<file path="config.mk">
export PLATFORM = sky130hd
export DESIGN_NAME = mos6502_execute_unit
export DESIGN_NICKNAME = d
export VERILOG_FILES = /design/src/design/m65_pkg.sv /design/src/design/mos6502_execute_unit.sv /design/src/design/m65_front.sv /design/src/design/m65_queue.sv /design/src/design/m65_back.sv
export SDC_FILE = /design/constraint.sdc
export NUM_CORES = 2
export LEC_CHECK = 0
export BUFFER_PORTS_ARGS = -buffer_cell sky130_fd_sc_hd__buf_2
export CORE_UTILIZATION = 35
export CTS_BUF_LIST = sky130_fd_sc_hd__clkbuf_4
export CTS_CLUSTER_SIZE = 8
export DETAILED_ROUTE_END_ITERATION = 12
export PLACE_DENSITY_LB_ADDON = 0.12
export SYNTH_ARGS = -nofsm -noshare
export SYNTH_HDL_FRONTEND = slang
export SYNTH_SLANG_ARGS = --single-unit
</file>
<file path="constraint.sdc">
create_clock -name aclk -period 37.3 [get_ports aclk]
set_input_delay 1.865 -clock aclk [delete_from_list [all_inputs] [get_ports aclk]]
set_output_delay 1.865 -clock aclk [all_outputs]
set_load 0.01 [all_outputs]
</file>
<file path="src/design/m65_pkg.sv">
// Shared types, operation codes and constants for the 6502 execute unit.
package m65_pkg;

    // Operation codes carried in the mode field.
    localparam logic [5:0] MD_JMP = 6'd0;
    localparam logic [5:0] MD_BRK = 6'd1;
    localparam logic [5:0] MD_SEI = 6'd2;
    localparam logic [5:0] MD_SEC = 6'd3;
    localparam logic [5:0] MD_SED = 6'd4;
    localparam logic [5:0] MD_CLC = 6'd5;
    localparam logic [5:0] MD_CLI = 6'd6;
    localparam logic [5:0] MD_CLV = 6'd7;
    localparam logic [5:0] MD_CLD = 6'd8;
    localparam logic [5:0] MD_LDA = 6'd9;
    localparam logic [5:0] MD_LDX = 6'd10;
    localparam logic [5:0] MD_LDY = 6'd11;
    localparam logic [5:0] MD_STA = 6'd12;
    localparam logic [5:0] MD_STX = 6'd13;
    localparam logic [5:0] MD_STY = 6'd14;
    localparam logic [5:0] MD_AND = 6'd15;
    localparam logic [5:0] MD_BEQ = 6'd16;
    localparam logic [5:0] MD_BCS = 6'd17;
    localparam logic [5:0] MD_JSR = 6'd18;
    localparam logic [5:0] MD_DEC = 6'd19;
    localparam logic [5:0] MD_DEX = 6'd20;
    localparam logic [5:0] MD_DEY = 6'd21;
    localparam logic [5:0] MD_TAX = 6'd22;
    localparam logic [5:0] MD_TAY = 6'd23;
    localparam logic [5:0] MD_TSX = 6'd24;
    localparam logic [5:0] MD_TXA = 6'd25;
    localparam logic [5:0] MD_TXS = 6'd26;
    localparam logic [5:0] MD_TYA = 6'd27;
    localparam logic [5:0] MD_BIT = 6'd28;
    localparam logic [5:0] MD_BPL = 6'd29;
    localparam logic [5:0] MD_BNE = 6'd30;
    localparam logic [5:0] MD_CMP = 6'd31;
    localparam logic [5:0] MD_CPY = 6'd32;
    localparam logic [5:0] MD_CPX = 6'd33;
    localparam logic [5:0] MD_ORA = 6'd34;
    localparam logic [5:0] MD_PHA = 6'd35;
    localparam logic [5:0] MD_PHP = 6'd36;
    localparam logic [5:0] MD_PLA = 6'd37;
    localparam logic [5:0] MD_PLP = 6'd38;
    localparam logic [5:0] MD_INC = 6'd39;
    localparam logic [5:0] MD_INX = 6'd40;
    localparam logic [5:0] MD_INY = 6'd41;
    localparam logic [5:0] MD_ROL = 6'd42;
    localparam logic [5:0] MD_ROR = 6'd43;
    localparam logic [5:0] MD_RTI = 6'd44;
    localparam logic [5:0] MD_RTS = 6'd45;
    localparam logic [5:0] MD_ADC = 6'd46;
    localparam logic [5:0] MD_SBC = 6'd47;
    localparam logic [5:0] MD_LSR = 6'd48;
    localparam logic [5:0] MD_ASL = 6'd49;
    localparam logic [5:0] MD_BCC = 6'd50;
    localparam logic [5:0] MD_BMI = 6'd51;
    localparam logic [5:0] MD_EOR = 6'd52;
    localparam logic [5:0] MD_NOP = 6'd53;
    localparam logic [5:0] MD_BVC = 6'd54;
    localparam logic [5:0] MD_BVS = 6'd55;
    localparam logic [5:0] MD_NMI = 6'd56;

    // Status flag bits.
    localparam logic [7:0] FL_C = 8'h01;
    localparam logic [7:0] FL_Z = 8'h02;
    localparam logic [7:0] FL_I = 8'h04;
    localparam logic [7:0] FL_D = 8'h08;
    localparam logic [7:0] FL_B = 8'h10;
    localparam logic [7:0] FL_U = 8'h20;
    localparam logic [7:0] FL_V = 8'h40;
    localparam logic [7:0] FL_N = 8'h80;

    // Reset values and fixed addresses.
    localparam logic [7:0] SP_RESET    = 8'hFD;
    localparam logic [7:0] FLAGS_RESET = 8'h24;
    localparam logic [7:0] STACK_PAGE  = 8'h01;
    localparam int STACK_DEPTH_DEF     = 256;
    localparam int QUEUE_DEPTH         = 2;

    // Configuration register indexes.
    localparam logic [1:0] CFG_NMI_VECTOR = 2'd0;
    localparam logic [1:0] CFG_BRK_VECTOR = 2'd1;

    // One classified item as it travels from the front to the back.
    typedef struct packed {
        logic [5:0]        mode;
        logic [7:0]        operand;
        logic [15:0]       effective_address;
        logic signed [7:0] branch_offset;
        logic              accumulator_mode;
        logic [15:0]       program_counter;
        logic [1:0]        pull_count;
        logic              hint;
    } queue_item_t;

    // Handshake between the queue and the back end.
    typedef struct packed {
        logic valid;
        logic ready;
    } hs_t;

endpackage

</file>
<file path="src/design/mos6502_execute_unit.sv">
// Top level of the 6502 execute unit: front end, item queue and back end.
//
// Input channel s_*: one decoded operation per item (valid/ready). The front
// end classifies it and places it in a two-entry queue, so items are taken
// while the back end is busy or the result side is stalled.
// Result channel m_*: one result per bus write (up to three for BRK/NMI), or
// one result without a write; m_last marks the final result of an item.
// Configuration: cfg_wr_en writes cfg_wdata to register cfg_index
// (0 NMI vector, 1 BRK vector) in the same cycle.
// Sequence: an item is executed into the state registers and write buffer,
// then one result per bus write is registered on the result channel. Stack
// pulls first read the bytes one at a time through the single read port of
// the stack page memory (PLA/PLP one byte, RTS two, RTI three). A new item
// is taken only after the last result of the previous one is registered.
// Reset clears A, X, Y, sets SP to 0xFD and flags to 0x24, and marks every
// stack page entry as zero at once through per-entry valid bits.
// While the receiver stalls the result is held; the queue keeps accepting
// until full.
module mos6502_execute_unit
    import m65_pkg::*;
#(
    parameter int STACK_DEPTH = STACK_DEPTH_DEF
) (
    input  logic              aclk,
    input  logic              aresetn,
    input  logic              cfg_wr_en,
    input  logic [1:0]        cfg_index,
    input  logic [15:0]       cfg_wdata,
    input  logic              s_valid,
    output logic              s_ready,
    input  logic [5:0]        s_mode,
    input  logic [7:0]        s_operand,
    input  logic [15:0]       s_effective_address,
    input  logic signed [7:0] s_branch_offset,
    input  logic              s_accumulator_mode,
    input  logic [15:0]       s_program_counter,
    output logic              m_valid,
    input  logic              m_ready,
    output logic              m_write_enable,
    output logic [15:0]       m_write_address,
    output logic [7:0]        m_write_data,
    output logic [15:0]       m_next_pc,
    output logic [7:0]        m_reg_a,
    output logic [7:0]        m_reg_x,
    output logic [7:0]        m_reg_y,
    output logic [7:0]        m_stack_ptr,
    output logic [7:0]        m_status_flags,
    output logic [2:0]        m_extra_cycles,
    output logic              m_page_cross_hint,
    output logic              m_last
);

    queue_item_t front_item, q_item;
    logic        front_valid, front_ready;
    hs_t         q_hs, q_pop;

    m65_front u_front (
        .s_valid             (s_valid),
        .s_ready             (s_ready),
        .s_mode              (s_mode),
        .s_operand           (s_operand),
        .s_effective_address (s_effective_address),
        .s_branch_offset     (s_branch_offset),
        .s_accumulator_mode  (s_accumulator_mode),
        .s_program_counter   (s_program_counter),
        .item                (front_item),
        .item_valid          (front_valid),
        .item_ready          (front_ready)
    );

    m65_queue #(.DEPTH(QUEUE_DEPTH)) u_queue (
        .aclk         (aclk),
        .aresetn      (aresetn),
        .in_item      (front_item),
        .in_valid     (front_valid),
        .in_ready     (front_ready),
        .out_item     (q_item),
        .out_hs_valid (q_hs),
        .out_hs_ready (q_pop)
    );

    m65_back #(.STACK_DEPTH(STACK_DEPTH)) u_back (
        .aclk              (aclk),
        .aresetn           (aresetn),
        .cfg_wr_en         (cfg_wr_en),
        .cfg_index         (cfg_index),
        .cfg_wdata         (cfg_wdata),
        .q_item            (q_item),
        .q_hs              (q_hs),
        .q_pop             (q_pop),
        .m_valid           (m_valid),
        .m_ready           (m_ready),
        .m_write_enable    (m_write_enable),
        .m_write_address   (m_write_address),
        .m_write_data      (m_write_data),
        .m_next_pc         (m_next_pc),
        .m_reg_a           (m_reg_a),
        .m_reg_x           (m_reg_x),
        .m_reg_y           (m_reg_y),
        .m_stack_ptr       (m_stack_ptr),
        .m_status_flags    (m_status_flags),
        .m_extra_cycles    (m_extra_cycles),
        .m_page_cross_hint (m_page_cross_hint),
        .m_last            (m_last)
    );

`ifndef SYNTHESIS
    // A result without a bus write carries a zero address and data.
    a_nowrite_zero: assert property (@(posedge aclk) disable iff (!aresetn)
        m_valid && !m_write_enable |-> m_write_address == 16'h0000 && m_write_data == 8'h00)
        else $error("result without write has nonzero address or data");

    // A result without a write is always the only one of its item.
    a_nowrite_last: assert property (@(posedge aclk) disable iff (!aresetn)
        m_valid && !m_write_enable |-> m_last)
        else $error("result without write is not last");

    // Interrupt entry always comes with stack writes.
    a_irq_writes: assert property (@(posedge aclk) disable iff (!aresetn)
        m_valid && m_extra_cycles == 3'd7 |-> m_write_enable)
        else $error("interrupt result without a write");
`endif

endmodule

</file>
<file path="src/design/m65_front.sv">
// Front end: takes input items, maps unknown codes and classifies stack pulls and hints.
module m65_front
    import m65_pkg::*;
(
    input  logic              s_valid,
    output logic              s_ready,
    input  logic [5:0]        s_mode,
    input  logic [7:0]        s_operand,
    input  logic [15:0]       s_effective_address,
    input  logic signed [7:0] s_branch_offset,
    input  logic              s_accumulator_mode,
    input  logic [15:0]       s_program_counter,
    output queue_item_t       item,
    output logic              item_valid,
    input  logic              item_ready
);

    logic [5:0] mode_mapped;

    // Codes beyond the interrupt behave as a no-operation.
    assign mode_mapped = (s_mode > MD_NMI) ? MD_NOP : s_mode;

    always_comb begin
        item.mode              = mode_mapped;
        item.operand           = s_operand;
        item.effective_address = s_effective_address;
        item.branch_offset     = s_branch_offset;
        item.accumulator_mode  = s_accumulator_mode;
        item.program_counter   = s_program_counter;
        // Number of stack bytes the back end must read before executing.
        unique case (mode_mapped)
            MD_PLA, MD_PLP: item.pull_count = 2'd1;
            MD_RTS:         item.pull_count = 2'd2;
            MD_RTI:         item.pull_count = 2'd3;
            default:        item.pull_count = 2'd0;
        endcase
        // Operations that may take an addressing page-cross cycle.
        unique case (mode_mapped)
            MD_LDA, MD_LDX, MD_LDY, MD_AND, MD_ORA, MD_EOR,
            MD_CMP, MD_ADC, MD_SBC: item.hint = 1'b1;
            default:                item.hint = 1'b0;
        endcase
    end

    assign item_valid = s_valid;
    assign s_ready    = item_ready;

endmodule

</file>
<file path="src/design/m65_queue.sv">
// Short item queue between the front end and the back end.
module m65_queue
    import m65_pkg::*;
#(
    parameter int DEPTH = QUEUE_DEPTH
) (
    input  logic        aclk,
    input  logic        aresetn,
    input  queue_item_t in_item,
    input  logic        in_valid,
    output logic        in_ready,
    output queue_item_t out_item,
    output hs_t         out_hs_valid,
    input  hs_t         out_hs_ready
);

    localparam int PTR_W = (DEPTH > 1) ? $clog2(DEPTH) : 1;
    localparam int CNT_W = $clog2(DEPTH + 1);

    queue_item_t       store_reg [DEPTH];
    logic [PTR_W-1:0]  wptr_reg, rptr_reg;
    logic [CNT_W-1:0]  count_reg;
    logic              push, pop;

    assign in_ready           = (count_reg != CNT_W'(DEPTH));
    assign out_hs_valid.valid = (count_reg != '0);
    assign out_hs_valid.ready = in_ready;
    assign out_item           = store_reg[rptr_reg];
    assign push               = in_valid && in_ready;
    assign pop                = out_hs_valid.valid && out_hs_ready.ready;

    // Storage is written at the write pointer; no reset needed.
    always_ff @(posedge aclk) begin
        if (push) begin
            store_reg[wptr_reg] <= in_item;
        end
    end

    // Pointers and fill count.
    always_ff @(posedge aclk) begin
        if (!aresetn) begin
            wptr_reg  <= '0;
            rptr_reg  <= '0;
            count_reg <= '0;
        end else begin
            if (push) begin
                wptr_reg <= (wptr_reg == PTR_W'(DEPTH - 1)) ? '0 : wptr_reg + 1'b1;
            end
            if (pop) begin
                rptr_reg <= (rptr_reg == PTR_W'(DEPTH - 1)) ? '0 : rptr_reg + 1'b1;
            end
            if (push && !pop) begin
                count_reg <= count_reg + 1'b1;
            end else if (pop && !push) begin
                count_reg <= count_reg - 1'b1;
            end
        end
    end

endmodule

</file>
<file path="src/design/m65_back.sv">
// Back end: register file, stack page memory, instruction execution and result register.
module m65_back
    import m65_pkg::*;
#(
    parameter int STACK_DEPTH = STACK_DEPTH_DEF
) (
    input  logic        aclk,
    input  logic        aresetn,
    input  logic        cfg_wr_en,
    input  logic [1:0]  cfg_index,
    input  logic [15:0] cfg_wdata,
    input  queue_item_t q_item,
    input  hs_t         q_hs,
    output hs_t         q_pop,
    output logic        m_valid,
    input  logic        m_ready,
    output logic        m_write_enable,
    output logic [15:0] m_write_address,
    output logic [7:0]  m_write_data,
    output logic [15:0] m_next_pc,
    output logic [7:0]  m_reg_a,
    output logic [7:0]  m_reg_x,
    output logic [7:0]  m_reg_y,
    output logic [7:0]  m_stack_ptr,
    output logic [7:0]  m_status_flags,
    output logic [2:0]  m_extra_cycles,
    output logic        m_page_cross_hint,
    output logic        m_last
);

    localparam int IDX_W = $clog2(STACK_DEPTH);

    typedef enum logic [1:0] {ST_IDLE, ST_PULL, ST_PULLEX, ST_EMIT} state_t;

    state_t      state_reg;
    logic [7:0]  a_reg, x_reg, y_reg, sp_reg, p_reg;
    logic [15:0] nmi_vec_reg, brk_vec_reg;
    queue_item_t cur_reg;
    logic [1:0]  rcnt_reg;
    logic [7:0]  pull_reg [3];
    logic [15:0] wbuf_addr_reg [3];
    logic [7:0]  wbuf_data_reg [3];
    logic [1:0]  wcnt_reg, eidx_reg;
    logic [15:0] res_pc_reg;
    logic [2:0]  res_cyc_reg;
    logic        res_hint_reg;

    // Stack page memory with one valid bit per entry.
    logic [7:0]       stack_mem [STACK_DEPTH];
    logic [STACK_DEPTH-1:0] stack_vld_reg;
    logic [IDX_W-1:0] rd_idx, wr_idx;
    logic [7:0]       rd_data_reg;
    logic             rd_vld_reg;
    logic [7:0]       pulled;
    logic             mem_we;
    logic [7:0]       rd_sp;

    // Execution datapath.
    queue_item_t ex_item;
    logic        ex_go, out_free, emit_fire, emit_last;
    logic [7:0]  a_next, x_next, y_next, sp_next, p_next;
    logic [15:0] pc_next;
    logic [2:0]  cyc_next;
    logic [1:0]  wcnt_next;
    logic [15:0] wa_next [3];
    logic [7:0]  wd_next [3];
    logic [15:0] br_tgt, pc_inc, pc_dec, rts_pc;
    logic [2:0]  br_cyc;
    logic        br_take;
    logic [7:0]  shin, shv, incv, decv, cmp_reg, push_p;
    logic [8:0]  sum9, dif9, cmp9;
    logic        cin;

    assign out_free  = !m_valid || m_ready;
    assign emit_fire = (state_reg == ST_EMIT) && out_free;
    assign emit_last = (wcnt_reg == 2'd0) || (eidx_reg == wcnt_reg - 2'd1);
    assign ex_go     = ((state_reg == ST_IDLE) && q_hs.valid && (q_item.pull_count == 2'd0))
                       || (state_reg == ST_PULLEX);
    assign ex_item   = (state_reg == ST_PULLEX) ? cur_reg : q_item;

    assign q_pop.ready = (state_reg == ST_IDLE);
    assign q_pop.valid = q_hs.valid && (state_reg == ST_IDLE);

    // Read address walks up from the stack pointer, one byte a cycle.
    assign rd_sp  = (state_reg == ST_PULL) ? (sp_reg + {6'd0, rcnt_reg} + 8'd2)
                                           : (sp_reg + 8'd1);
    assign rd_idx = rd_sp[IDX_W-1:0];
    assign wr_idx = wbuf_addr_reg[eidx_reg][IDX_W-1:0];
    assign mem_we = emit_fire && (wcnt_reg != 2'd0)
                    && (wbuf_addr_reg[eidx_reg][15:8] == STACK_PAGE);
    assign pulled = rd_vld_reg ? rd_data_reg : 8'h00;

    // Memory write and registered read.
    always_ff @(posedge aclk) begin
        if (mem_we) begin
            stack_mem[wr_idx] <= wbuf_data_reg[eidx_reg];
        end
        rd_data_reg <= stack_mem[rd_idx];
    end

    // Valid bits; an entry never written reads as zero.
    always_ff @(posedge aclk) begin
        if (!aresetn) begin
            stack_vld_reg <= '0;
            rd_vld_reg    <= 1'b0;
        end else begin
            if (mem_we) begin
                stack_vld_reg[wr_idx] <= 1'b1;
            end
            rd_vld_reg <= stack_vld_reg[rd_idx];
        end
    end

    // Shared arithmetic terms.
    always_comb begin
        cin     = p_reg[0];
        br_tgt  = ex_item.program_counter
                  + {{8{ex_item.branch_offset[7]}}, ex_item.branch_offset};
        br_cyc  = (br_tgt[15:8] != ex_item.program_counter[15:8]) ? 3'd2 : 3'd1;
        pc_inc  = ex_item.program_counter + 16'd1;
        pc_dec  = ex_item.program_counter - 16'd1;
        rts_pc  = {pull_reg[1], pull_reg[0]} + 16'd1;
        shin    = ex_item.accumulator_mode ? a_reg : ex_item.operand;
        incv    = ex_item.operand + 8'd1;
        decv    = ex_item.operand - 8'd1;
        sum9    = {1'b0, a_reg} + {1'b0, ex_item.operand} + {8'd0, cin};
        dif9    = {1'b0, a_reg} - {1'b0, ex_item.operand} - {8'd0, !cin};
        push_p  = p_reg | FL_U | ((ex_item.mode == MD_BRK) ? FL_B : 8'h00);
        unique case (ex_item.mode)
            MD_CPX:  cmp_reg = x_reg;
            MD_CPY:  cmp_reg = y_reg;
            default: cmp_reg = a_reg;
        endcase
        cmp9 = {1'b0, cmp_reg} - {1'b0, ex_item.operand};
        unique case (ex_item.mode)
            MD_ROL:  shv = {shin[6:0], cin};
            MD_ROR:  shv = {cin, shin[7:1]};
            MD_LSR:  shv = {1'b0, shin[7:1]};
            default: shv = {shin[6:0], 1'b0};
        endcase
    end

    // Instruction execution.
    always_comb begin
        a_next    = a_reg;
        x_next    = x_reg;
        y_next    = y_reg;
        sp_next   = sp_reg;
        p_next    = p_reg;
        pc_next   = ex_item.program_counter;
        cyc_next  = 3'd0;
        wcnt_next = 2'd0;
        br_take   = 1'b0;
        for (int i = 0; i < 3; i++) begin
            wa_next[i] = 16'h0000;
            wd_next[i] = 8'h00;
        end
        unique case (ex_item.mode)
            MD_JMP: pc_next = ex_item.effective_address;
            MD_BRK, MD_NMI: begin
                if (ex_item.mode == MD_BRK) begin
                    wd_next[0] = pc_inc[15:8];
                    wd_next[1] = pc_inc[7:0];
                    pc_next    = brk_vec_reg;
                end else begin
                    wd_next[0] = ex_item.program_counter[15:8];
                    wd_next[1] = ex_item.program_counter[7:0];
                    pc_next    = nmi_vec_reg;
                end
                wd_next[2] = push_p;
                wa_next[0] = {STACK_PAGE, sp_reg};
                wa_next[1] = {STACK_PAGE, sp_reg - 8'd1};
                wa_next[2] = {STACK_PAGE, sp_reg - 8'd2};
                wcnt_next  = 2'd3;
                sp_next    = sp_reg - 8'd3;
                p_next     = p_reg | FL_I;
                cyc_next   = 3'd7;
            end
            MD_SEI: p_next = p_reg | FL_I;
            MD_SEC: p_next = p_reg | FL_C;
            MD_SED: p_next = p_reg | FL_D;
            MD_CLC: p_next = p_reg & ~FL_C;
            MD_CLI: p_next = p_reg & ~FL_I;
            MD_CLV: p_next = p_reg & ~FL_V;
            MD_CLD: p_next = p_reg & ~FL_D;
            MD_LDA: a_next = ex_item.operand;
            MD_LDX: x_next = ex_item.operand;
            MD_LDY: y_next = ex_item.operand;
            MD_STA, MD_STX, MD_STY: begin
                wa_next[0] = ex_item.effective_address;
                wd_next[0] = (ex_item.mode == MD_STA) ? a_reg :
                             (ex_item.mode == MD_STX) ? x_reg : y_reg;
                wcnt_next  = 2'd1;
            end
            MD_AND: a_next = a_reg & ex_item.operand;
            MD_ORA: a_next = a_reg | ex_item.operand;
            MD_EOR: a_next = a_reg ^ ex_item.operand;
            MD_BEQ: br_take = p_reg[1];
            MD_BNE: br_take = !p_reg[1];
            MD_BCS: br_take = p_reg[0];
            MD_BCC: br_take = !p_reg[0];
            MD_BMI: br_take = p_reg[7];
            MD_BPL: br_take = !p_reg[7];
            MD_BVS: br_take = p_reg[6];
            MD_BVC: br_take = !p_reg[6];
            MD_JSR: begin
                wa_next[0] = {STACK_PAGE, sp_reg};
                wa_next[1] = {STACK_PAGE, sp_reg - 8'd1};
                wd_next[0] = pc_dec[15:8];
                wd_next[1] = pc_dec[7:0];
                wcnt_next  = 2'd2;
                sp_next    = sp_reg - 8'd2;
                pc_next    = ex_item.effective_address;
            end
            MD_DEC, MD_INC: begin
                wa_next[0] = ex_item.effective_address;
                wd_next[0] = (ex_item.mode == MD_DEC) ? decv : incv;
                wcnt_next  = 2'd1;
            end
            MD_DEX: x_next = x_reg - 8'd1;
            MD_DEY: y_next = y_reg - 8'd1;
            MD_INX: x_next = x_reg + 8'd1;
            MD_INY: y_next = y_reg + 8'd1;
            MD_TAX: x_next = a_reg;
            MD_TAY: y_next = a_reg;
            MD_TSX: x_next = sp_reg;
            MD_TXA: a_next = x_reg;
            MD_TXS: sp_next = x_reg;
            MD_TYA: a_next = y_reg;
            MD_BIT: begin
                p_next[1] = ((a_reg & ex_item.operand) == 8'h00);
                p_next[7] = ex_item.operand[7];
                p_next[6] = ex_item.operand[6];
            end
            MD_CMP, MD_CPX, MD_CPY: begin
                p_next[0] = !cmp9[8];
                p_next[1] = (cmp9[7:0] == 8'h00);
                p_next[7] = cmp9[7];
            end
            MD_PHA, MD_PHP: begin
                wa_next[0] = {STACK_PAGE, sp_reg};
                wd_next[0] = (ex_item.mode == MD_PHA) ? a_reg : (p_reg | FL_B | FL_U);
                wcnt_next  = 2'd1;
                sp_next    = sp_reg - 8'd1;
                if (ex_item.mode == MD_PHP) begin
                    p_next = p_reg & ~(FL_B | FL_U);
                end
            end
            MD_PLA: begin
                a_next  = pull_reg[0];
                sp_next = sp_reg + 8'd1;
            end
            MD_PLP: begin
                p_next  = pull_reg[0] | FL_U;
                sp_next = sp_reg + 8'd1;
            end
            MD_ROL, MD_ROR, MD_LSR, MD_ASL: begin
                p_next[0] = ((ex_item.mode == MD_ROL) || (ex_item.mode == MD_ASL))
                            ? shin[7] : shin[0];
                p_next[1] = (shv == 8'h00);
                p_next[7] = shv[7];
                if (ex_item.accumulator_mode) begin
                    a_next = shv;
                end else begin
                    wa_next[0] = ex_item.effective_address;
                    wd_next[0] = shv;
                    wcnt_next  = 2'd1;
                end
            end
            MD_RTI: begin
                p_next  = pull_reg[0] & ~(FL_B | FL_U);
                pc_next = {pull_reg[2], pull_reg[1]};
                sp_next = sp_reg + 8'd3;
            end
            MD_RTS: begin
                pc_next = rts_pc;
                sp_next = sp_reg + 8'd2;
            end
            MD_ADC: begin
                a_next    = sum9[7:0];
                p_next[0] = sum9[8];
                p_next[6] = !(a_reg[7] ^ ex_item.operand[7]) & (a_reg[7] ^ sum9[7]);
            end
            MD_SBC: begin
                a_next    = dif9[7:0];
                p_next[0] = !dif9[8];
                p_next[6] = (a_reg[7] ^ dif9[7]) & !(ex_item.operand[7] ^ dif9[7]);
            end
            default: ;
        endcase
        // Value flags for register loads and arithmetic.
        unique case (ex_item.mode)
            MD_LDA, MD_AND, MD_ORA, MD_EOR, MD_TXA, MD_TYA, MD_PLA, MD_ADC, MD_SBC: begin
                p_next[1] = (a_next == 8'h00);
                p_next[7] = a_next[7];
            end
            MD_LDX, MD_DEX, MD_INX, MD_TAX, MD_TSX: begin
                p_next[1] = (x_next == 8'h00);
                p_next[7] = x_next[7];
            end
            MD_LDY, MD_DEY, MD_INY, MD_TAY: begin
                p_next[1] = (y_next == 8'h00);
                p_next[7] = y_next[7];
            end
            MD_DEC, MD_INC: begin
                p_next[1] = (wd_next[0] == 8'h00);
                p_next[7] = wd_next[0][7];
            end
            default: ;
        endcase
        if (br_take) begin
            pc_next  = br_tgt;
            cyc_next = br_cyc;
        end
    end

    // Sequencer, architectural state, write buffer and result register.
    always_ff @(posedge aclk) begin
        if (!aresetn) begin
            state_reg   <= ST_IDLE;
            a_reg       <= 8'h00;
            x_reg       <= 8'h00;
            y_reg       <= 8'h00;
            sp_reg      <= SP_RESET;
            p_reg       <= FLAGS_RESET;
            nmi_vec_reg <= 16'h0000;
            brk_vec_reg <= 16'h0000;
            m_valid     <= 1'b0;
            rcnt_reg    <= 2'd0;
            eidx_reg    <= 2'd0;
            wcnt_reg    <= 2'd0;
        end else begin
            if (cfg_wr_en) begin
                if (cfg_index == CFG_NMI_VECTOR) begin
                    nmi_vec_reg <= cfg_wdata;
                end else if (cfg_index == CFG_BRK_VECTOR) begin
                    brk_vec_reg <= cfg_wdata;
                end
            end
            // A taken result is dropped unless the next one replaces it.
            if (m_valid && m_ready && !emit_fire) begin
                m_valid <= 1'b0;
            end
            unique case (state_reg)
                ST_IDLE: begin
                    if (q_hs.valid) begin
                        cur_reg  <= q_item;
                        rcnt_reg <= 2'd0;
                        if (q_item.pull_count != 2'd0) begin
                            state_reg <= ST_PULL;
                        end
                    end
                end
                ST_PULL: begin
                    pull_reg[rcnt_reg] <= pulled;
                    if (rcnt_reg == cur_reg.pull_count - 2'd1) begin
                        state_reg <= ST_PULLEX;
                    end else begin
                        rcnt_reg <= rcnt_reg + 2'd1;
                    end
                end
                ST_PULLEX: ;
                ST_EMIT: begin
                    if (out_free) begin
                        m_valid           <= 1'b1;
                        m_write_enable    <= (wcnt_reg != 2'd0);
                        m_write_address   <= wbuf_addr_reg[eidx_reg];
                        m_write_data      <= wbuf_data_reg[eidx_reg];
                        m_next_pc         <= res_pc_reg;
                        m_reg_a           <= a_reg;
                        m_reg_x           <= x_reg;
                        m_reg_y           <= y_reg;
                        m_stack_ptr       <= sp_reg;
                        m_status_flags    <= p_reg;
                        m_extra_cycles    <= res_cyc_reg;
                        m_page_cross_hint <= res_hint_reg;
                        m_last            <= emit_last;
                        eidx_reg          <= eidx_reg + 2'd1;
                        if (emit_last) begin
                            state_reg <= ST_IDLE;
                        end
                    end
                end
                default: state_reg <= ST_IDLE;
            endcase
            if (ex_go) begin
                a_reg        <= a_next;
                x_reg        <= x_next;
                y_reg        <= y_next;
                sp_reg       <= sp_next;
                p_reg        <= p_next;
                res_pc_reg   <= pc_next;
                res_cyc_reg  <= cyc_next;
                res_hint_reg <= ex_item.hint;
                wcnt_reg     <= wcnt_next;
                eidx_reg     <= 2'd0;
                for (int i = 0; i < 3; i++) begin
                    wbuf_addr_reg[i] <= wa_next[i];
                    wbuf_data_reg[i] <= wd_next[i];
                end
                state_reg    <= ST_EMIT;
            end
        end
    end

endmodule
</file>
Word-level counts from Yosys, hierarchy flattened:

Memories as Yosys holds them, arrays and structs flattened. A register that Yosys moved wholly into a read port is not among the register bits.
Index checks and enable logic that the tools add are counted.

* reduce and logical (&&, ||, !) cells: 87
* equal/unequal tests: 86
* muxes and demuxes: 83
* $add $sub $neg: 31
* bitwise logic cells: 18
* $lt $le $gt $ge: 4

Operators with widths (count)
* $or 256x256->256: 1
* $eq 6x6->1 const B: 32
* $eq 6x5->1 const B: 17
* $mux 8: 10
* $pmux 8 s10: 1
* $eq 6x4->1 const B: 12
* $mux 16: 4
* $pmux 16 s4: 1
* $mux 58: 1
* $logic_not 8->1: 7
* $pmux 8 s7: 1
* $pmux 16 s3: 1
* $pmux 8 s6: 1
* $pmux 8 s5: 1
* $add 16x1->16 const B: 2
* $add 8x1->8 const B: 4
* $pmux 8 s2: 2
* $pmux 8 s4: 1
* $sub 8x1->8 const B: 4
* $mux 2: 15
* $pmux 4 s7: 1
* $add 8x2->8 const B: 3
* $eq 6x3->1 const B: 4
* $pmux 8 s3: 1
* other kinds (68): 182

* input bits: 78
* register bits after elaboration: 506
* memories kept: 5
* RAM bits: 2260
* word-level logic and storage cells: 359
* output and inout bits: 88

Memories
* u_back.stack_mem: words 256, width 8, rd ports 1, clocked after memory_dff 1, write ports 1, line m65_back.sv:49 `logic [7:0] stack_mem [STACK_DEPTH];`
* u_queue.store_reg: words 2, width 58, rd ports 1, clocked after memory_dff 1, write ports 1, line m65_queue.sv:20 `queue_item_t store_reg [DEPTH];`
* u_back.wbuf_addr_reg: words 3, width 16, rd ports 1, clocked after memory_dff 1, write ports 3, line m65_back.sv:41 `logic [15:0] wbuf_addr_reg [3];`
* u_back.pull_reg: words 3, width 8, rd ports 3, clocked after memory_dff 0, write ports 1, line m65_back.sv:40 `logic [7:0] pull_reg [3];`
* u_back.wbuf_data_reg: words 3, width 8, rd ports 1, clocked after memory_dff 1, write ports 3, line m65_back.sv:42 `logic [7:0] wbuf_data_reg [3];`

Longest topological paths before layout:

* word-level depth: 8
* depth in mapped cells: 23
* mapped depth without buffers: 19

By module:

Synthesis repeated with hierarchy kept, for this count alone.

* cells, all modules: 6836
* area, all modules: 114591.2 um^2

By module, submodules not included
* m65_back: seq. area each 75822.7 um^2, cells an instance 6553, area an instance 109608.9 um^2, instances 1
* m65_queue: seq. area each 3583.4 um^2, cells an instance 205, area an instance 4431.8 um^2, instances 1
* m65_front: seq. area each 0.0 um^2, cells an instance 78, area an instance 550.5 um^2, instances 1

Least setup slack after synthesis:

OpenSTA, ideal clock, no wires.

* path type: reg-to-reg
* start point: reg (tool-made name)
* end point: reg u_back.m_write_data[0] (read register of u_back.wbuf_data_reg), data pin
* period minus slack after synthesis: 13.456 ns
* cell stages (with the launch flop): 5
* arrival: 11.261 ns
* slack: 23.844 ns
* buffers on the path: 2
* library setup time: 2.195 ns
* required time: 35.105 ns
* cell sequence: dfxtp_1 -> clkbuf_1 -> clkbuf_1 -> mux2i_1 -> o21ai_0

RTL lines
* end: declaration: line m65_back.sv:19 `output logic [7:0] m_write_data,`

Worst setup path in the final report:

* start point: reg u_back.sp_reg[1]
* end point: reg u_back.rd_vld_reg

* longest elaborated chain between the ends: 5
* elaborated cells between the ends (all ways): 6
* classes of those cells: add/sub: 3; mux: 3

Ends and longest elaborated chain
* start: declaration: line m65_back.sv:36 `logic [7:0] a_reg, x_reg, y_reg, sp_reg, p_reg;`
* start signal: assignment: line m65_back.sv:390 `sp_reg <= sp_next;`
* $add 8x2->8 (2 in series): line m65_back.sv:85 `assign rd_sp = (state_reg == ST_PULL) ? (sp_reg + {6'd0, rcnt_reg} + 8'd2)`
* $mux 8 (*): line m65_back.sv:85
* $bmux 1 s8 (*): line m65_back.sv:110 `rd_vld_reg <= stack_vld_reg[rd_idx];`
* $mux 1 (implied by the code) (*): line m65_back.sv:110
* end signal: assignment: line m65_back.sv:110
* end: declaration: line m65_back.sv:53 `logic rd_vld_reg;`

Mark *: on every way between the ends. The rest lies on a longest branch, timed or not. The select of a mux whose other input is x is not followed.
A chain may end at the register's enable or synchronous reset.

==> impl_metrics.yaml <==
cts:
  post_cts.repair.setup_buffers: 0
  cts_max_level: 6
  clock_latency_ps: 1560
  cts_max_path_buffers: 4
  cts_made_buffers: 741
  cts_resized: 0
  cts_sinks: 2762
  cts_tree: "built"
  cts_root_buffer: "clkbuf_4"
  clkSlewWorstSetupHoldPaths_ps: 80
  cts-hold-fix-buffers: 0
power_and_ir_drop:
  cellLeakagePower_nw: 42.9
  ir_worst_vdd_mv: 0.0940
  power.density_nw_per_um2: 77.2
timing:
  fmax_ghz: 0.130
  hold_slack_ps: 396
  rsz0062_at_grt: "false"
  period_share_pct: 20.7
  setup_viol_count_final: 0
  maxSlewViolCount: 0
  min_period_ps: 7710
  hold_viol_final: 0
  tns_ps: 0
  fin_worst_skew_ps: 130
  worst_pin_slew_ps: 1350
  relSlewSlack_pct: 9.85
logic_synthesis:
  synth-main-ff-cell: "edfxtp_1"
  yosys.area.top_type: "edfxtp_1"
  synth_edf_count: 2409
  yosysSeqAreaShare_pct: 69.6
  syn-num-nets: 7162
  syn-cell-area_um2: 114000
  async_flop_share_pct: 0
  synth_cell_type_count: 89
  netlist_instances: 6980
  ys_warn_count: 0
  netlist_top_cells_area: "edfxtp_1, mux4_2, dfxtp_1"
  synth_seq_cells: 2762
  synth_top_area_share_pct: 63.4
  syn_avg_cell_area_um2: 16.3
critical_path:
  path_cells: "inv_1 -> ha_1 -> inv_1 -> ha_1 -> inv_1 -> fa_1 -> o21ai_1 -> xor2_4 -> buf_12 -> buf_4 -> buf_4 -> nor2b_1 -> a211oi_1 -> a211oi_1 -> a211oi_1 -> a211oi_1 -> a211oi_1 -> a211oi_1"
  cpMostUsedCell: "a211oi_1"
  cp-start-kind: "flip-flop"
  arrival_ps: 9030
  critical_path.max_fanout: 136
  criticalPathCategory: "reg -> reg"
  cp_slowest_stage_delay_ps: 1120
  endpoint_kind: "flip-flop"
  slowest_stage: "buf_4"
  crit_required_ps: 38630
run_status:
  violations: "DRC"
  status: "finished, violations left"
drt:
  dr.pass1.iters: 11
  first_iter_violations: 5892
  postRouteAntennaNets: 0
  wire_per_inst_um: 27.7
  via_per_inst: 5.32
  drt-total-wl_um: 349000
  via_count: 66900
  drc_errors: 144
floorplan:
  dieArea_um2: 328000
  initial_core_util_pct: 35.2
  fp-row-count: 209
  ios: 166
  die_y_um: 573
  die_x_um: 573
  core_um2: 324000
grt:
  grt_pass1_vias: 68500
  gr-total-overflow: 0
  grt_pass1_wl_um: 501000
  track_usage_pct: 20.9
  antenna_found_initial: 22
  grt_max_degree: 187
min_path:
  hold_path.class: "reg -> reg"
finish:
  final_nets: 7814
  layout-drive-gt1-share_pct: 28.3
  synthToLayoutAreaGrowth_pct: 14.2
  largest_reg_flops: 2048
place:
  routabilityCongestion: 0.915
  port_buffers: 165
  dp_hpwl_um: 208000
job:
  max_cap_viol_count: 0
==> critical path, delay by kind of cell (launching register included) <==
family                   cells  cell delay (ps)
AND/OR/NAND/NOR              1              150
adder cells (fa/ha/maj)      3              880
flip-flops                   1              720
buffers and inverters        6             2730
AO/OA/AOI/OAI                7             2630
XOR/XNOR                     1              210
==> cell type report <==
| type | instances | area, um^2 |
|---|---|---|
| Tap cell | 4325 | 5410 |
| Clock buffer | 1193 | 8960 |
| Sequential cell | 2762 | 79400 |
| Timing Repair Buffer | 306 | 2070 |
| Clock inverter | 166 | 1060 |
| Multi-Input combinational cell | 3741 | 32900 |
| Inverter | 80 | 308 |
| Fill cell | 30200 | 194000 |
| Antenna cell | 12 | 30.0 |
==> cell usage after synthesis, drive strengths merged, types with 8 or more instances <==
master / instances
a211o: 9
a211oi: 173
a21o: 19
a21oi: 300
a221oi: 32
a222oi: 10
a22o: 13
a22oi: 45
a31oi: 18
and2: 37
and3: 18
buf: 157
clkbuf: 240
dfxtp: 353
edfxtp: 2409
fa: 10
ha: 94
inv: 79
mux2: 65
mux2i: 210
mux4: 619
nand2: 278
nand2b: 16
nand3: 50
nand4: 21
nor2: 1002
nor2b: 166
nor3: 66
nor4: 18
o211ai: 20
o21a: 9
o21ai: 142
o21bai: 8
o221ai: 12
o22ai: 20
o31ai: 8
or2: 12
or3: 11
xnor2: 80
xor2: 51
==> logic make-up (layout without fill, tap and decap cells) <==
logic type / after synthesis / in the layout / synth area share (%)
buf+inv: 477 / 1745 / 1.76
simple gates: 1711 / 1711 / 6.54
other cells: 0 / 12 / 0
fa+ha+maj: 104 / 104 / 1.21
flops: 2762 / 2762 / 69.6
xor+xnor: 131 / 131 / 1.01
compound gates: 901 / 901 / 5.11
mux: 894 / 894 / 14.7
==> final timing paths <==
path | start | slack [ps] | cells past startpoint | endpoint
setup reg to reg | u_back.sp_reg[1] | 29590 | 18 | u_back.rd_vld_reg
setup / recovery | u_back.sp_reg[1] | 29590 | 18 | u_back.rd_vld_reg
hold reg to reg | u_back.res_pc_reg[14] | 400 | 0 | u_back.m_next_pc[14]
hold / removal | u_back.res_pc_reg[14] | 400 | 0 | u_back.m_next_pc[14]
==> placed cells by master (no fill, tap or decap), types with 21 or more instances in the layout <==
| cell | netlist | layout |
|---|---|---|
| edfxtp_1 | 2409 | 2409 |
| clkbuf_4 | 0 | 1193 |
| nor2_1 | 1001 | 996 |
| mux4_2 | 619 | 619 |
| dfxtp_1 | 353 | 351 |
| a21oi_1 | 299 | 298 |
| nand2_1 | 276 | 260 |
| mux2i_1 | 204 | 201 |
| a211oi_1 | 173 | 172 |
| nor2b_1 | 166 | 165 |
| buf_2 | 96 | 165 |
| o21ai_0 | 136 | 128 |
| buf_4 | 12 | 126 |
| clkinv_1 | 1 | 101 |
| ha_1 | 94 | 94 |
| inv_1 | 78 | 78 |
| xnor2_1 | 80 | 78 |
| mux2_2 | 63 | 63 |
| nor3_1 | 60 | 58 |
| nand3_1 | 50 | 50 |
| xor2_1 | 51 | 48 |
| a22oi_1 | 45 | 45 |
| and2_1 | 37 | 36 |
| a221oi_1 | 30 | 30 |
| nand4_1 | 21 | 21 |
==> through the flow <==
| step | instances | setup slack (ps) | utilization, % | instance area, um^2 | total power, mW |
|---|---|---|---|---|---|
| floorplan | 6980 | 23840 | - | 114000 | 6.11 |
| global placement | 11200 | 29420 | 37.1 | 120000 | 7.37 |
| detailed placement | 11200 | 29400 | 37.1 | 120000 | 7.37 |
| CTS | 12600 | 29350 | 40.1 | 130000 | 10.2 |
| global route | 12600 | 28900 | 40.1 | 130000 | 10.5 |
| finish | 12600 | 29590 | 40.2 | 130000 | 10.1 |
==> where the power goes <==
part	leakage [nW]	total (mW)	switching [mW]	internal [mW]
logic	12.3	3.55	2.26	1.30
clock network	5.95	2.80	1.29	1.51
registers	24.6	3.69	0.0708	3.62
==> metal layers <==
layer / GRT usage, % / part of all wire, %
met1: 28.8 / 44
met2: 33.3 / 47
met3: 3.75 / 5.9
met4: 7.21 / 3.0
met5: 0 / 0.017
Power figures use the tool's default switching activity.
